===== config.mk =====
export PLATFORM = sky130hd
export DESIGN_NAME = fccl_cell
export DESIGN_NICKNAME = d
export VERILOG_FILES = /design/src/hdl/fccl_pkg.sv /design/src/hdl/fccl_cell.sv
export SDC_FILE = /design/constraint.sdc
export NUM_CORES = 1
export LEC_CHECK = 0
export BUFFER_PORTS_ARGS = -buffer_cell sky130_fd_sc_hd__buf_4
export CAP_MARGIN = 0
export CORE_ASPECT_RATIO = 1.5
export CORE_MARGIN = 8
export CORE_UTILIZATION = 40
export CTS_BUF_LIST = sky130_fd_sc_hd__clkbuf_4
export DETAILED_ROUTE_END_ITERATION = 10
export PLACE_DENSITY = 0.69
export SLEW_MARGIN = 20
export SYNTH_ARGS = -nofsm -noshare
export SYNTH_HDL_FRONTEND = slang
export SYNTH_SLANG_ARGS = --single-unit

===== constraint.sdc =====
create_clock -name clk_i -period 1.6 [get_ports clk_i]
set_clock_uncertainty 0.15 [all_clocks]
set_input_delay 0 -clock clk_i [delete_from_list [all_inputs] [get_ports clk_i]]
set_output_delay 0 -clock clk_i [all_outputs]
set_load 0.01 [all_outputs]

===== src/hdl/fccl_pkg.sv =====
`timescale 1ns / 1ps
// ----------------------------------------------------------------------------
// fccl_pkg
// Shared constants and types for the clamped 1-D FIR convolution block.
// ----------------------------------------------------------------------------
package fccl_pkg;

  // Number of cells in the window chain, which is also the largest mask length.
  localparam int unsigned MaxTaps = 63;

  // Field widths.
  localparam int unsigned SampleW = 8;
  localparam int unsigned CoefW   = 16;
  localparam int unsigned IndexW  = 6;
  localparam int unsigned HalfW   = 5;
  localparam int unsigned ProdW   = SampleW + CoefW + 1;
  localparam int unsigned AccW    = 32;

  // Largest output value.
  localparam logic [SampleW-1:0] SampleMax = 8'd255;

  // Half width after reset.
  localparam logic [HalfW-1:0] HalfWidthReset = 5'd2;

  // Controls that the sequencer sends to every cell of the chain.
  typedef struct packed {
    logic                    shift_win;
    logic                    clr_win;
    logic                    load_scan;
    logic                    step_s;
    logic                    step_c;
    logic signed [CoefW-1:0] coef_value;
  } cell_ctrl_t;

endpackage


===== src/hdl/fccl_cell.sv =====
`timescale 1ns / 1ps
// ----------------------------------------------------------------------------
// fccl_cell
// One cell of the chain: a window sample, a coefficient and a scan copy of
// both that moves toward the head of the chain during accumulation.
// ----------------------------------------------------------------------------
module fccl_cell (
  input  logic                                 clk_i,
  input  logic                                 rst_ni,
  input  fccl_pkg::cell_ctrl_t                 ctrl_i,
  input  logic                                 coef_we_i,
  input  logic [fccl_pkg::SampleW-1:0]         win_prev_i,
  input  logic [fccl_pkg::SampleW-1:0]         scan_s_next_i,
  input  logic signed [fccl_pkg::CoefW-1:0]    scan_c_next_i,
  output logic [fccl_pkg::SampleW-1:0]         win_o,
  output logic [fccl_pkg::SampleW-1:0]         scan_s_o,
  output logic signed [fccl_pkg::CoefW-1:0]    scan_c_o
);

  logic [fccl_pkg::SampleW-1:0]      win_q;
  logic signed [fccl_pkg::CoefW-1:0] coef_q;
  logic [fccl_pkg::SampleW-1:0]      scan_s_q;
  logic signed [fccl_pkg::CoefW-1:0] scan_c_q;

  // Window sample: takes the neighbor's sample on each new sample, cleared at line end.
  always_ff @(posedge clk_i or negedge rst_ni) begin
    if (!rst_ni) begin
      win_q <= '0;
    end else if (ctrl_i.clr_win) begin
      win_q <= '0;
    end else if (ctrl_i.shift_win) begin
      win_q <= win_prev_i;
    end
  end

  // Coefficient of this mask position.
  always_ff @(posedge clk_i or negedge rst_ni) begin
    if (!rst_ni) begin
      coef_q <= '0;
    end else if (coef_we_i) begin
      coef_q <= ctrl_i.coef_value;
    end
  end

  // Scan copies: loaded from the stored values, then moved one cell per step.
  always_ff @(posedge clk_i) begin
    if (ctrl_i.load_scan) begin
      scan_s_q <= win_q;
      scan_c_q <= coef_q;
    end else begin
      if (ctrl_i.step_s) begin
        scan_s_q <= scan_s_next_i;
      end
      if (ctrl_i.step_c) begin
        scan_c_q <= scan_c_next_i;
      end
    end
  end

  assign win_o    = win_q;
  assign scan_s_o = scan_s_q;
  assign scan_c_o = scan_c_q;

endmodule


==> report_table.html <==
<table>
<tr><th>Metric</th><th>Value</th></tr>
<tr><th colspan="2">Outcome</th></tr>
<tr><td>Run status</td><td>completed</td></tr>
<tr><th colspan="2">STA</th></tr>
<tr><td>Relative slew margins</td><td>approximately three quarters</td></tr>
<tr><td>Unrepaired setup endpoints after global routing</td><td>no</td></tr>
<tr><td>Final setup vio count</td><td>0</td></tr>
<tr><td>Transition at the pin with the smallest max-transition slack</td><td>between 0.3 and 0.4 ns</td></tr>
<tr><td>Final hold violation count</td><td>0</td></tr>
<tr><td>WHS</td><td>around 0.043 ns</td></tr>
<tr><td>Count of pins over their slew limit</td><td>0</td></tr>
<tr><td>Ratio of final minimum period to clock period</td><td>a little over nine tenths</td></tr>
<tr><td>Timing-limited maximum frequency</td><td>around 0.66 GHz</td></tr>
<tr><td>Final-layout setup total negative slack</td><td>0 ns</td></tr>
<tr><td>Final critical-path required period</td><td>approximately 1.5 ns</td></tr>
<tr><th colspan="2">Layout</th></tr>
<tr><td>Final non-filler cell area</td><td>0.003557 mm^2</td></tr>
<tr><td>Ratio of cells with drive above 1 in the final layout</td><td>roughly half</td></tr>
<tr><td>Area added between synthesis and finish</td><td>70.55%</td></tr>
<tr><td>Nets</td><td>332</td></tr>
<tr><td>Finished Layout Cells</td><td>347</td></tr>
<tr><td>Filler cell count in the final layout</td><td>~320</td></tr>
<tr><th colspan="2">Critical path</th></tr>
<tr><td>Launch point of the critical path</td><td>coef_q[7]</td></tr>
<tr><td>CP Data Arrival Time</td><td>about 1.6 ns</td></tr>
<tr><td>Capturing element type of the critical path</td><td>flop</td></tr>
<tr><td>Slowest Stage Delay on Critical Path</td><td>roughly 0.56 ns</td></tr>
<tr><td>Largest fanout on the critical path</td><td>2</td></tr>
<tr><td>Cell chain of the critical path</td><td>mux2_4, dlygate4sd3_1</td></tr>
<tr><td>Kind of launch point of the worst setup path</td><td>flop</td></tr>
<tr><td>Critical path required time</td><td>~1.7 ns</td></tr>
<tr><td>Max stage delay cell, worst path</td><td>dlygate4sd3_1</td></tr>
<tr><td>Category of the most critical setup path</td><td>reg2reg</td></tr>
<tr><td>Reg-to-Reg Start</td><td>coef_q[7]</td></tr>
<tr><th colspan="2">Synth</th></tr>
<tr><td>Number of register bits inferred by synthesis</td><td>48</td></tr>
<tr><td>Post-synth top area share</td><td>about a third</td></tr>
<tr><td>Yosys top cell by area</td><td>edfxtp_1</td></tr>
<tr><td>Cell types occupying the most area after synthesis</td><td>edfxtp_1, dfrtp_1, mux2_4</td></tr>
<tr><td>Portion of the post-synthesis area used by sequential elements</td><td>between 60% and 70%</td></tr>
<tr><td>Combined area of all synthesized cells</td><td>~0.0021 mm^2</td></tr>
<tr><td>Post-Synthesis Mean Instance Area</td><td>about 18 um^2</td></tr>
<tr><td>Count of distinct cell types in the synthesized netlist</td><td>12</td></tr>
<tr><td>Synthesized instance count</td><td>113</td></tr>
<tr><td>Number of nets produced by synthesis</td><td>~170</td></tr>
<tr><td>Synthesis Warnings</td><td>0</td></tr>
<tr><th colspan="2">Pwr</th></tr>
<tr><td>Sequential group share of total power</td><td>approximately 55%</td></tr>
<tr><td>Clock share of power</td><td>20.1%</td></tr>
<tr><td>Static Leak</td><td>approximately 1.7 nW</td></tr>
<tr><td>Internal power of the cells</td><td>2.089 mW</td></tr>
<tr><td>Power per standard cell area</td><td>around 760 mW/mm^2</td></tr>
<tr><td>Net load switching power</td><td>0.6116 mW</td></tr>
<tr><td>Switching share of power</td><td>22.65%</td></tr>
<tr><td>Worst-case vdd ir drop</td><td>471.0 uV</td></tr>
<tr><td>Combinational share of power</td><td>25.2%</td></tr>
<tr><th colspan="2">Floorplanning</th></tr>
<tr><td>Initial Util</td><td>41.02%</td></tr>
<tr><td>Placement row count</td><td>32</td></tr>
<tr><td>Floorplan die width</td><td>74.96 um</td></tr>
<tr><td>Die Footprint</td><td>0.007829 mm^2</td></tr>
<tr><td>Height of the chip</td><td>between 100 and 150 um</td></tr>
<tr><td>Total I/O pin count</td><td>slightly below 90</td></tr>
<tr><td>Core area</td><td>~0.0051 mm^2</td></tr>
<tr><th colspan="2">Clocking</th></tr>
<tr><td>Total clock sinks</td><td>48</td></tr>
<tr><td>Number of setup buffers added after CTS</td><td>0</td></tr>
<tr><td>Number of buffers inserted during clock tree synthesis</td><td>5</td></tr>
<tr><td>Clock tree from TritonCTS</td><td>yes</td></tr>
<tr><td>Number of buffers on the longest clock path</td><td>2</td></tr>
<tr><td>H-tree levels</td><td>2</td></tr>
<tr><td>Clock transition time at the flip-flop clock pins of the worst setup and hold paths</td><td>approximately 0.12 ns</td></tr>
<tr><td>Quantity of hold-fixing buffers added after cts</td><td>75</td></tr>
<tr><td>Clock root cell</td><td>clkbuf_4</td></tr>
<tr><td>Clock latency at the later pin of the worst-skew pair</td><td>0.35 ns</td></tr>
<tr><td>Post-cts sizing count</td><td>0</td></tr>
<tr><th colspan="2">Place</th></tr>
<tr><td>Gp weighted congestion</td><td>0.8318</td></tr>
<tr><td># port buffers</td><td>87</td></tr>
<tr><td>Area after detailed placement</td><td>about 0.0027 mm^2</td></tr>
<tr><td>HPWL after detailed placement</td><td>around 3700 um</td></tr>
<tr><td>Number of placed instances with taps included</td><td>around 260</td></tr>
<tr><th colspan="2">Route</th></tr>
<tr><td>Via density</td><td>~4.5</td></tr>
<tr><td>Wire per inst</td><td>about 16 um</td></tr>
<tr><td>ANT nets after route</td><td>0</td></tr>
<tr><td>Count of vias placed by the detailed router</td><td>between 1,500 and 2,000</td></tr>
<tr><td>DRC violations left</td><td>0</td></tr>
<tr><td>Wire length after detailed routing</td><td>roughly 5700 um</td></tr>
<tr><td>Number of DRC violations after detailed-routing iteration 0</td><td>32</td></tr>
<tr><td>Iteration count of the initial detailed-routing pass</td><td>6</td></tr>
<tr><th colspan="2">Flow run</th></tr>
<tr><td>MaxCap Viol Count</td><td>0</td></tr>
<tr><th colspan="2">Global routing</th></tr>
<tr><td>Maximum number of pins on one net before global-route repair</td><td>25</td></tr>
<tr><td>Total global routing track utilization</td><td>15.05%</td></tr>
<tr><td>First-pass GRT wire length</td><td>between 8000 and 9000 um</td></tr>
<tr><td>Number of antenna violations at the first check in global routing</td><td>2</td></tr>
<tr><td>Number of global-route vias before repair</td><td>1,891</td></tr>
<tr><td>GR Overflow Total</td><td>0</td></tr>
<tr><th colspan="2">Min path</th></tr>
<tr><td>Kind of path behind the tightest hold check</td><td>in2reg</td></tr>
<tr><td>Worst Hold Launch</td><td>ctrl_i[18]</td></tr>
</table>
## per-stage QoR
| stage | power [mW] | worst slack [ns] | utilization [%] |
|---|---|---|---|
| floorplan | 1.746 | 0.4774 | - |
| global placement | 1.981 | 0.3592 | 53.99 |
| detailed placement | 1.998 | 0.3328 | 53.99 |
| CTS | 2.714 | 0.1019 | 69.86 |
| global route | 2.823 | 0.04485 | 69.96 |
| finish | 2.701 | 0.08681 | 69.96 |
## Yosys cell counts
cell type,instances
nor2_1,8
buf_12,2
mux2i_1,8
buf_2,1
buf_8,1
or2_2,2
mux2_2,12
buf_6,2
mux2_4,28
buf_1,1
edfxtp_1,24
dfrtp_1,24
## area by class of cell
type                            instances  area (um^2)  area share, %
Clock buffer                            7        52.55          1.477
Multi-Input combinational cell         58        678.2          19.06
Sequential cell                        48         1321          37.14
Antenna cell                            2        5.005         0.1407
Timing Repair Buffer                  163         1411          39.68
Tap cell                               68        85.08          2.392
Clock inverter                          1        3.754         0.1055
## worst max-delay path, delay by kind of cell, from the launching register on
| family | cells | cell delay [ns] |
|---|---|---|
| buffers and inverters | 1 | 0.56 |
| muxes | 1 | 0.27 |
| DFF | 1 | 0.43 |
## layer usage
metal  track usage [%]  part of all wire, %  wire length (um)  up-vias
met2             27.92                   55              3144       61
met1             14.14                   35              2008      758
met4             8.732                  3.8               214        0
li1                  -                    -                 -      737
met5                 0                    0                 0        -
met3             2.799                  5.5               314       13
## cells in the final DEF (no fill, tap or decap)
master          n
buf_4          88
clkbuf_4        7
clkinv_1        1
dfrtp_1        24
diode_2         2
dlygate4sd3_1  75
edfxtp_1       24
mux2_2         12
mux2_4         28
mux2i_1         8
nor2_1          8
or2_2           2
## cell families after synthesis
family,Yosys count,synth area share (%)
multiplexers,48,30.47
flip-flops,48,63.35
buffers and inverters,7,4.139
AND/OR/NAND/NOR,10,2.040
## sequential cells by signal (all words and copies together), names as in the netlist
name / cells
coef_q: 16
scan_c_o: 16
scan_s_o: 8
win_o: 8
## worst paths after layout
path | to | slack (ns) | cells after the start
max | coef_q[7] | 0.09 | 2
min | scan_s_o[6] | 0.04 | 2
max reg2reg | coef_q[7] | 0.09 | 2
min reg2reg | scan_c_o[11] | 0.45 | 1
max in group asynchronous | coef_q[11] | 0.57 | 3
min in group asynchronous | win_o[5] | 0.47 | 3
## power by group through the flow
stage	combinational, mW	clock [mW]	sequential [mW]
floorplan	0.215	0	1.53
global placement	0.483	0	1.50
detailed placement	0.495	0	1.50
CTS	0.676	0.562	1.48
global route	0.723	0.609	1.49
finish	0.681	0.542	1.48
Power figures use the tool's default switching activity.
