File: config.mk
export PLATFORM = sky130hd
export DESIGN_NAME = fccl_mac
export DESIGN_NICKNAME = d
export VERILOG_FILES = /design/src/hdl/fccl_pkg.sv /design/src/hdl/fccl_mac.sv
export SDC_FILE = /design/constraint.sdc
export NUM_CORES = 1
export LEC_CHECK = 0
export BUFFER_PORTS_ARGS = -buffer_cell sky130_fd_sc_hd__buf_2
export CAP_MARGIN = 40
export CELL_PAD_IN_SITES_DETAIL_PLACEMENT = 1
export CELL_PAD_IN_SITES_GLOBAL_PLACEMENT = 2
export CORE_MARGIN = 2
export CORE_UTILIZATION = 30
export CTS_BUF_LIST = sky130_fd_sc_hd__clkbuf_16
export CTS_CLUSTER_SIZE = 28
export DETAILED_ROUTE_END_ITERATION = 8
export PLACE_DENSITY_LB_ADDON = 0.1
export SYNTH_ARGS = -nofsm -noshare
export SYNTH_HDL_FRONTEND = slang
export SYNTH_SLANG_ARGS = --single-unit
File: constraint.sdc
create_clock -name clk_i -period 3.66 [get_ports clk_i]
set_input_delay 0.732 -clock clk_i [delete_from_list [all_inputs] [get_ports clk_i]]
set_output_delay 0.732 -clock clk_i [all_outputs]
set_load 0.03 [all_outputs]
File: src/hdl/fccl_pkg.sv
`timescale 1ns / 1ps
// ----------------------------------------------------------------------------
// fccl_pkg
// Shared constants and types for the clamped 1-D FIR convolution block.
// ----------------------------------------------------------------------------
package fccl_pkg;

  // Number of cells in the window chain, which is also the largest mask length.
  localparam int unsigned MaxTaps = 63;

  // Field widths.
  localparam int unsigned SampleW = 8;
  localparam int unsigned CoefW   = 16;
  localparam int unsigned IndexW  = 6;
  localparam int unsigned HalfW   = 5;
  localparam int unsigned ProdW   = SampleW + CoefW + 1;
  localparam int unsigned AccW    = 32;

  // Largest output value.
  localparam logic [SampleW-1:0] SampleMax = 8'd255;

  // Half width after reset.
  localparam logic [HalfW-1:0] HalfWidthReset = 5'd2;

  // Controls that the sequencer sends to every cell of the chain.
  typedef struct packed {
    logic                    shift_win;
    logic                    clr_win;
    logic                    load_scan;
    logic                    step_s;
    logic                    step_c;
    logic signed [CoefW-1:0] coef_value;
  } cell_ctrl_t;

endpackage

File: src/hdl/fccl_mac.sv
`timescale 1ns / 1ps
// ----------------------------------------------------------------------------
// fccl_mac
// Multiply-accumulate at the head of the chain, with rounding and clamping
// of the accumulated Q.15 sum to an 8-bit sample.
// ----------------------------------------------------------------------------
module fccl_mac (
  input  logic                                 clk_i,
  input  logic                                 rst_ni,
  input  logic                                 clr_i,
  input  logic                                 en_i,
  input  logic [fccl_pkg::SampleW-1:0]         sample_i,
  input  logic signed [fccl_pkg::CoefW-1:0]    coef_i,
  output logic [fccl_pkg::SampleW-1:0]         result_o
);

  logic                                  prod_vld_q;
  logic signed [fccl_pkg::ProdW-1:0]     prod_q;
  logic signed [fccl_pkg::AccW-1:0]      acc_q;
  logic signed [fccl_pkg::AccW-1:0]      acc_d;
  logic [fccl_pkg::AccW-1:0]             rnd_sum;
  logic [fccl_pkg::AccW-16:0]            rnd_int;

  // Product stage.
  always_ff @(posedge clk_i or negedge rst_ni) begin
    if (!rst_ni) begin
      prod_vld_q <= 1'b0;
    end else begin
      prod_vld_q <= en_i;
    end
  end

  always_ff @(posedge clk_i) begin
    prod_q <= $signed({1'b0, sample_i}) * coef_i;
  end

  // Accumulator.
  always_comb begin
    acc_d = acc_q;
    if (clr_i) begin
      acc_d = '0;
    end else if (prod_vld_q) begin
      acc_d = acc_q + fccl_pkg::AccW'(prod_q);
    end
  end

  always_ff @(posedge clk_i or negedge rst_ni) begin
    if (!rst_ni) begin
      acc_q <= '0;
    end else begin
      acc_q <= acc_d;
    end
  end

  // Round half up, then clamp to the sample range.
  assign rnd_sum = $unsigned(acc_q) + fccl_pkg::AccW'(16384);
  assign rnd_int = rnd_sum[fccl_pkg::AccW-1:15];

  always_comb begin
    if (acc_q[fccl_pkg::AccW-1]) begin
      result_o = '0;
    end else if (rnd_int > (fccl_pkg::AccW-15)'(fccl_pkg::SampleMax)) begin
      result_o = fccl_pkg::SampleMax;
    end else begin
      result_o = rnd_int[fccl_pkg::SampleW-1:0];
    end
  end

endmodule

==> flow_summary.ini, run 1 <==
[status]
outcome = finished, violations left
violations = setup timing

[place]
portBuffers = 35
dp.cells = 1388
routabilityCongestion = 0.765
dp_hpwl_um = 17600

[power]
switching_share_pct = 45.7
p_leak_nw = 5.48
pwr-share-comb_pct = 79.2
switchingPower_mw = 4.48
vdd_drop_max_mv = 0.295
internal_power_mw = 5.32
power_frac_seq_pct = 12.1
p_clk_share_pct = 8.7
power_mw = 9.80
p_per_area_nw_per_um2 = 896

[global_route]
grt_pass1_wl_um = 37200
grt_max_degree = 39
track_usage_pct = 15.8
antenna_found_initial = 0
grt_overflow = 0
grt_pass1_vias = 7442

[timing]
timing.hold.ws_ns = 0.308
finalSetupTns_ns = -7.75
finalSetupViolations = 16
fin_skew_ns = 0.0111
setup_slack_ns = -0.681
fmax_ghz = 0.230
tightest_slew_ns = 0.771
slew_headroom_pct = 48.6
fin_crit_sh_pct = 119
slew_violations = 0
hold_viol_final = 0
rsz0062_at_grt = yes
period_minus_slack_ns = 4.34

[finish]
nets = 1293
fillers = 3077
drive_gt1_share_pct = 28.5
area_growth_pct = 32.0
antennaDiodeCount = 0
finalNonFillerCells = 1426

[synth]
synthArstFlopShare_pct = 56.9
synth.distinct_cells = 65
synthCells = 935
synth_common_cells = inv_1 (150), fa_1 (103), ha_1 (82), nand2_1 (82), and2_1 (79)
ys.warnings.count = 0
synthMostInstantiatedCell = inv_1
synthFlopType = dfrtp_1
yosysTopAreaCell = fa_1
synth_area_leaders = fa_1 (25%), ha_1 (12%), dfrtp_1 (10%)
seq_area_frac_synth_pct = 16.0
synth-edff-count = 0
netlist_area_um2 = 8290
syn_nets = 1148
synth.top_cell.area_share_pct = 24.9
ys_seq_elements = 58
synth.avg_cell_area_um2 = 8.86

[routing]
drt-wirelength-per-cell_um = 15.3
antenna_left = 0
drc = 0
drt_pass1_iterations = 6
via_per_inst = 4.67
dr.first_iter.drc_count = 194
wirelength_um = 21800
vias = 6656

[die]
num_io_pins = 36
die_h_um = 170
start_util_pct = 30.7
rows = 60
die_area_um2 = 29000
die_w_um = 170
core-area_um2 = 27000

[clock_network]
clkSlewWorstSetupHoldPaths_ns = 0.06
clock_path_buffers = 2
htree_num_levels = 3
clock-sinks = 58
cts_tree = built
ctsHoldBuffers = 0
clk_latency_ns = 0.33
cts-buffers-inserted = 9
ctsRootBufferMaster = clkbuf_16

[worst_setup_path]
crit_chain = buf_12 -> buf_12 -> and2_4 -> fa_2 -> fa_1 -> inv_2 -> fa_1 -> fa_1 -> inv_2 -> ha_4 -> a21oi_4 -> o21bai_1 -> a21oi_2 -> o21ai_2 -> a31o_4 -> a211o_1 -> a21oi_2 -> xnor2_1
critPathKind = in2reg
critPathLaunchType = input port
critical_path.max_fanout = 5
worstPathArrival_ns = 4.61
r2r_cells = 11
cp_common_cell = fa_1
required_ns = 3.92
crit_path_top_delay_cell = fa_1
end_kind = flop
max_stage_delay_ns = 0.56

[run]
cap_violations = 0

[worst_hold_path]
min_path_type = in2async
==> metal layers <==
layer	wire, um	GRT usage (%)
met3	273	0.953
met5	0	0
met2	10200	27.3
met4	113	2.90
met1	11200	22.1
==> per-stage QoR <==
step	setup WS, ns	area [um2]	utilization (%)
after CTS	-0.777	10600	39.1
after global placement	-1.35	9730	36.0
after global routing	-0.872	10900	40.5
final	-0.681	10900	40.5
after floorplan	-0.931	8540	-
after detailed placement	-1.40	9750	36.1
==> worst max-delay path: cells and delay by family <==
family | cells | cell delay, ns
buffers and inverters | 4 | 0.31
XOR/XNOR | 1 | 0.12
adder cells (fa/ha/maj) | 5 | 2.10
AO/OA/AOI/OAI | 7 | 1.19
AND/OR/NAND/NOR | 1 | 0.15
==> sequential cells by signal, indices dropped and copies added (netlist names) <==
| signal | cells |
|---|---|
| prod_q | 25 |
| acc_q | 32 |
| prod_vld_q | 1 |
==> cells in the final DEF, fill, tap and decap left out, types with 9 or more instances in the layout <==
cell,instances
a21o_1,38
a21oi_1,35
and2_1,63
and2_4,16
buf_12,10
buf_2,15
buf_4,111
buf_6,11
clkbuf_16,11
dfrtp_1,31
dfxtp_1,25
fa_1,92
fa_2,11
ha_1,62
ha_4,17
inv_1,124
inv_2,25
mux2i_1,22
nand2_1,58
nand2_2,18
nand3_1,9
nor2_1,57
nor3_1,9
o21ai_0,11
xnor2_1,35
xor2_1,13
==> path summary, 6_finish.rpt <==
check / startpoint / endpoint / slack, ns
hold / removal: rst_ni / acc_q[3]$_DFFE_PN0P_ / 0.31
hold reg to reg: acc_q[13]$_DFFE_PN0P_ / acc_q[13]$_DFFE_PN0P_ / 0.52
max in group asynchronous: rst_ni / prod_vld_q$_DFF_PN0_ / 2.88
setup / recovery: coef_i[3] / prod_q[22]$_DFF_P_ / -0.68
min in group clk_i: en_i / prod_vld_q$_DFF_PN0_ / 0.52
setup reg to reg: acc_q[0]$_DFFE_PN0P_ / acc_q[24]$_DFFE_PN0P_ / 0.29
==> final cells by class <==
type                            count  area (um2)  share of cell area (%)
Sequential cell                    58        1330                    12.1
Multi-Input combinational cell    706        6920                    63.2
Tap cell                          341         427                    3.90
Inverter                          150         566                    5.17
Clock inverter                      7        76.3                   0.698
Clock buffer                        9         225                    2.06
Timing Repair Buffer              155        1400                    12.8
==> power groups by stage <==
| stage | Sequential [mW] | Clock (mW) | Combinational, mW |
|---|---|---|---|
| 2_1_floorplan | 1.10 | 0 | 4.77 |
| 3_3_place_gp | 1.20 | 0 | 6.74 |
| 3_5_place_dp | 1.20 | 0 | 6.81 |
| 4_1_cts | 1.19 | 0.887 | 7.44 |
| 5_1_grt | 1.23 | 0.911 | 8.72 |
| 6_report | 1.18 | 0.856 | 7.76 |
==> kinds of logic (layout without fill, tap and decap cells) <==
family,after synthesis,in the layout,share of synthesized area [%]
AND/OR/NAND/NOR,287,287,17.6
adder cells (fa/ha/maj),185,185,37.3
buffers and inverters,171,321,7.76
AO/OA/AOI/OAI,160,160,13.2
flip-flops,58,58,16.0
XOR/XNOR,51,51,5.39
multiplexers,23,23,2.79
==> timing repair <==
item / 4_1_cts / 5_1_grt
buffers inserted: 12 / 8
gates resized for setup: 99 / 78
cloned: 2 / 2
setup endpoints to repair: 26 / 25
pin swaps: 51 / 64
(Power assumes the default switching activity.)
==> run 2, diff against run 1 <==
- REMOVE_ABC_BUFFERS: not set -> 1
==> run 2 against run 1 <==
Net effect: the flow still finishes with violations (setup timing); sequential share of layout area decreased by 0.15 points; routed wire length decreased by 0.49%; combinational power increased by 2%; largest power group unchanged.
==> flow_summary.ini, run 2 (synthesized netlist as in run 1, its figures left out) <==
[global_route]
track_usage_pct = 15.8
grt_overflow = 0
grt_pass1_wl_um = 36900
antenna_found_initial = 0
grt_max_degree = 34
grt_pass1_vias = 7344

[timing]
finalSetupViolations = 16
setup_slack_ns = -0.769
finalSetupTns_ns = -9.18
tightest_slew_ns = 0.803
slew_headroom_pct = 46.5
period_minus_slack_ns = 4.43
fin_skew_ns = 0.00748
rsz0062_at_grt = yes
fin_crit_sh_pct = 121
fmax_ghz = 0.226
hold_viol_final = 0
timing.hold.ws_ns = 0.488
slew_violations = 0

[worst_setup_path]
critPathKind = in2reg
r2r_start = acc_q[0]$_DFFE_PN0P_
required_ns = 3.92
r2r_end = acc_q[24]$_DFFE_PN0P_
rrSetupSlack_ns = 0.30
r2r_cells = 11
cp-startpoint = sample_i[3]
end_kind = flop
critical_path.max_fanout = 7
critPathLaunchType = input port
endpoint = prod_q[22]$_DFF_P_
worstPathArrival_ns = 4.69

[die]
die_area_um2 = 29000
start_util_pct = 30.7
rows = 60
die_w_um = 170
die_h_um = 170
core-area_um2 = 27000
num_io_pins = 36

[place]
portBuffers = 35
dp_hpwl_um = 17600
pre_cts_slack_ns = -1.73
routabilityCongestion = 0.775

[power]
p_leak_nw = 5.57
switching_share_pct = 45.2
internal_power_mw = 5.48
p_per_area_nw_per_um2 = 905
p_clk_share_pct = 9.2
vdd_drop_max_mv = 0.290
pwr-share-comb_pct = 78.8
power_frac_seq_pct = 12.0
switchingPower_mw = 4.53

[clock_network]
clkSlewWorstSetupHoldPaths_ns = 0.05
ctsHoldBuffers = 0
clock-sinks = 58
clock_path_buffers = 2
cts-buffers-inserted = 9
htree_num_levels = 3
cts_tree = built
clk_latency_ns = 0.33
ctsRootBufferMaster = clkbuf_16

[routing]
drc = 0
drt-wirelength-per-cell_um = 15.0
drt_pass1_iterations = 4
dr.first_iter.drc_count = 146
wirelength_um = 21700
antenna_left = 0
via_per_inst = 4.62
vias = 6659

[finish]
largest_register = acc_q
largest_reg_flops = 32
nets = 1309
layout_commonest_cell = inv_1
final_core_util_pct = 40.9
final_cell_mix = inv_1 (125), buf_4 (112), fa_1 (90), nand2_1 (68), ha_1 (64)
reg.largest.list = acc_q x32, prod_q x25, prod_vld_q x1
area_growth_pct = 33.5
drive_gt1_share_pct = 28.9
antennaDiodeCount = 0

[worst_hold_path]
min_path_type = in2async

[run]
cap_violations = 0

[status]
outcome = finished, violations left
violations = setup timing
run 2: cell types whose count changed in the layout (fill, tap and decap cells not counted), sizes merged:
cell,change
buf,+17
bufinv,+1
clkbuf,-1
clkinv,+3
clkinvlp,-2
inv,-2
run 2: worst max-delay path, cell delays in order:
cell     delay, ns
buf_8         0.12
buf_12        0.13
and2_4        0.13
fa_1          0.58
fa_1          0.45
fa_1          0.49
inv_1         0.05
fa_1          0.49
inv_2         0.05
ha_4          0.21
a21o_1        0.19
a21oi_2       0.17
o21ai_2       0.10
a31o_4        0.27
a211o_1       0.27
a21oi_2       0.13
xnor2_1       0.12
run 2: layout make-up:
| cell class | count | area [um2] |
|---|---|---|
| multi-input cells | 706 | 6900 |
| flip-flops and latches | 58 | 1330 |
| well taps | 341 | 427 |
| clock buffers | 9 | 225 |
| clock inverters | 7 | 103 |
| inverters | 150 | 566 |
| repair buffers | 171 | 1520 |
| fillers | 3132 | 16000 |
run 2: power by group through the flow:
stage	combinational, mW	sequential (mW)	clock (mW)
6_report	7.89	1.20	0.918
5_1_grt	8.84	1.25	0.980
4_1_cts	7.35	1.20	0.951
3_3_place_gp	6.46	1.20	0
3_5_place_dp	6.51	1.21	0
2_1_floorplan	4.43	1.11	0
run 2: what timing repair did:
action,CTS,global route
endpoints found under the setup margin,23,26
setup buffers,15,10
gates resized for setup,159,58
pin swaps,105,35
gates cloned,3,1
run 2: layer usage:
| layer | routed length (um) | up-vias | GRT usage, % |
|---|---|---|---|
| li1 | - | 3381 | - |
| met1 | 11100 | 3217 | 22.2 |
| met2 | 10200 | 52 | 26.6 |
| met3 | 274 | 9 | 0.977 |
| met4 | 148 | 0 | 3.34 |
| met5 | 0 | - | 0 |
run 2: worst min path at each step:
stage / from / endpoint / slack, ns / depth (start not counted)
3_5_place_dp: acc_q[3]$_DFFE_PN0P_ / acc_q[3]$_DFFE_PN0P_ / 0.53 / 2
3_3_place_gp: acc_q[0]$_DFFE_PN0P_ / acc_q[0]$_DFFE_PN0P_ / 0.51 / 2
5_1_grt: en_i / prod_vld_q$_DFF_PN0_ / 0.50 / 1
6_report: rst_ni / acc_q[6]$_DFFE_PN0P_ / 0.49 / 1
2_1_floorplan: rst_ni / acc_q[0]$_DFFE_PN0P_ / 0.44 / 0
4_1_cts: en_i / prod_vld_q$_DFF_PN0_ / 0.50 / 1
run 2: per-stage QoR:
| stage | cells | total power [mW] | cell area, um2 |
|---|---|---|---|
| 3_3_place_gp | 1402 | 7.66 | 9690 |
| 3_5_place_dp | 1402 | 7.71 | 9690 |
| 6_report | 1442 | 10.0 | 11100 |
| 2_1_floorplan | 914 | 5.55 | 8210 |
| 4_1_cts | 1434 | 9.50 | 10700 |
| 5_1_grt | 1442 | 11.1 | 11100 |
==> run 3, diff against run 2 <==
- BUFFER_PORTS_ARGS: -buffer_cell sky130_fd_sc_hd__buf_2 -> not set
- CELL_PAD_IN_SITES_GLOBAL_PLACEMENT: 2 -> 1
- CTS_CLUSTER_SIZE: 28 -> not set
- DONT_BUFFER_PORTS: not set -> 1
==> run 3 against run 2 <==
Net effect: the run still ends with setup timing left; clock-buffer cell count grew 1; clock skew is 0.0017 ns lower; worst setup slack improved by 0.16 ns; final cell count shrank 6.3%; critical path depth rose by 1; sequential share of layout area up 1.2 points; final area is 9.3% lower; combinational power is 5.8% lower; fmax rose by 3.7%; non-clock buffer count shrank 91; first-iteration DRC count shrank 12%; critical endpoint unchanged.
==> flow_summary.ini, run 3 (synthesized netlist as in run 1, its figures left out) <==
[status]
outcome = finished, violations left
violations = setup timing

[finish]
layout_commonest_cell = inv_1
largest_reg_flops = 32
reg.largest.list = acc_q x32, prod_q x25, prod_vld_q x1
area_growth_pct = 21.2
final_core_util_pct = 37.2
drive_gt1_share_pct = 18.8
antennaDiodeCount = 0
fillers = 3157
finalNonFillerCells = 1351
nets = 1218
final_cell_mix = inv_1 (135), fa_1 (98), nand2_1 (75), and2_1 (74), buf_4 (71)
largest_register = acc_q

[worst_setup_path]
max_stage_delay_ns = 0.53
r2r_start = acc_q[0]$_DFFE_PN0P_
critical_path.max_fanout = 8
worstPathArrival_ns = 4.53
end_kind = flop
endpoint = prod_q[22]$_DFF_P_
critPathKind = in2reg
rrSetupSlack_ns = 0.30
critPathLaunchType = input port
crit_chain = nand2_8 -> fa_1 -> inv_1 -> fa_1 -> ha_1 -> inv_1 -> fa_1 -> inv_2 -> fa_2 -> a21o_1 -> a21oi_2 -> o21bai_1 -> a21oi_2 -> o21ai_2 -> a31o_4 -> a211o_1 -> a21oi_2 -> xnor2_1
r2r_cells = 11
r2r_end = acc_q[24]$_DFFE_PN0P_
cp-startpoint = coef_i[5]
critPathTopFamily = adder cells
required_ns = 3.92
cp.depth = 18
cp_num_buf_inv = 3
crit_path_top_delay_cell = fa_1

[timing]
finalSetupViolations = 16
timing.hold.ws_ns = 0.0914
fin_skew_ns = 0.00581
slew_headroom_pct = 60.3
fin_crit_sh_pct = 117
setup_slack_ns = -0.612
hold_viol_final = 0
rsz0062_at_grt = yes
period_minus_slack_ns = 4.27
fmax_ghz = 0.234
tightest_slew_ns = 0.596
slew_violations = 0

[clock_network]
htree_num_levels = 3
ctsHoldBuffers = 0
ctsRootBufferMaster = clkbuf_16
clk_latency_ns = 0.33
clock_path_buffers = 2
clock-sinks = 58
cts_tree = built
cts-buffers-inserted = 9
clkSlewWorstSetupHoldPaths_ns = 0.06

[place]
dp_hpwl_um = 16600
pre_cts_slack_ns = -1.46
dp.cells = 1323
portBuffers = 0
routabilityCongestion = 0.741

[die]
die_area_um2 = 29000
rows = 60
num_io_pins = 36
start_util_pct = 30.7
die_w_um = 170
core-area_um2 = 27000
die_h_um = 170

[global_route]
grt_overflow = 0
grt_pass1_wl_um = 35600
track_usage_pct = 15.2
grt_max_degree = 39
antenna_found_initial = 0
grt_pass1_vias = 7044

[run]
cap_violations = 0

[routing]
via_per_inst = 4.68
drt-wirelength-per-cell_um = 15.2
drt_pass1_iterations = 4
drc = 0
wirelength_um = 20600
antenna_left = 0
dr.first_iter.drc_count = 129
vias = 6328

[worst_hold_path]
min_path_type = in2async

[power]
vdd_drop_max_mv = 0.289
p_leak_nw = 5.03
p_per_area_nw_per_um2 = 948
==> run 3: timing repair <==
item | CTS | global route
buffers inserted | 8 | 7
pin swaps | 84 | 30
setup endpoints to repair | 25 | 22
resized for setup | 83 | 32
==> run 3: layer usage <==
| metal | track usage (%) | wire [um] | share of wire [%] |
|---|---|---|---|
| met5 | 0 | 0 | 0 |
| met4 | 3.34 | 178 | 0.87 |
| met3 | 1.81 | 519 | 2.5 |
| met2 | 23.7 | 9010 | 44 |
| met1 | 22.4 | 10800 | 53 |
==> run 3: worst min path at each step <==
stage                            to  startpoint  slack (ns)
2_1_floorplan  acc_q[0]$_DFFE_PN0P_      rst_ni        0.44
3_3_place_gp   acc_q[6]$_DFFE_PN0P_      rst_ni        0.44
3_5_place_dp   acc_q[5]$_DFFE_PN0P_      rst_ni        0.44
4_1_cts        acc_q[5]$_DFFE_PN0P_      rst_ni        0.08
5_1_grt        acc_q[5]$_DFFE_PN0P_      rst_ni        0.08
6_report       acc_q[6]$_DFFE_PN0P_      rst_ni        0.09
==> run 3: through the flow <==
stage / power [mW] / instance area, um2 / TNS, ns
6_report: 9.52 / 10000 / -5.93
4_1_cts: 9.30 / 9870 / -5.78
5_1_grt: 10.6 / 10000 / -8.45
2_1_floorplan: 5.55 / 8210 / -12.77
3_5_place_dp: 7.53 / 9150 / -17.78
3_3_place_gp: 7.48 / 9150 / -17.11
==> run 3: layout make-up <==
cell class	instances	area [um2]	area share [%]
Multi-Input combinational cell	706	6770	67.4
Sequential cell	58	1330	13.2
Timing Repair Buffer	80	634	6.32
Inverter	150	563	5.61
Tap cell	341	427	4.25
Clock buffer	10	250	2.49
Clock inverter	6	72.6	0.723
==> run 3: worst reg2reg max path, stage by stage, from the launching register on <==
cell and delay [ns]:
dfrtp_1 0.38, ha_1 0.22, fa_1 0.41, a21oi_1 0.26, o211a_1 0.22, o31ai_1 0.13
a221o_1 0.42, a2111oi_0 0.42, nor2_1 0.20, a21o_1 0.23, xor2_1 0.15, a22o_1 0.20
==> run 3: power by group <==
part	total (mW)	internal, mW	switching, mW
registers	1.19	0.946	0.247
logic	7.43	3.65	3.78
clock network	0.899	0.574	0.325
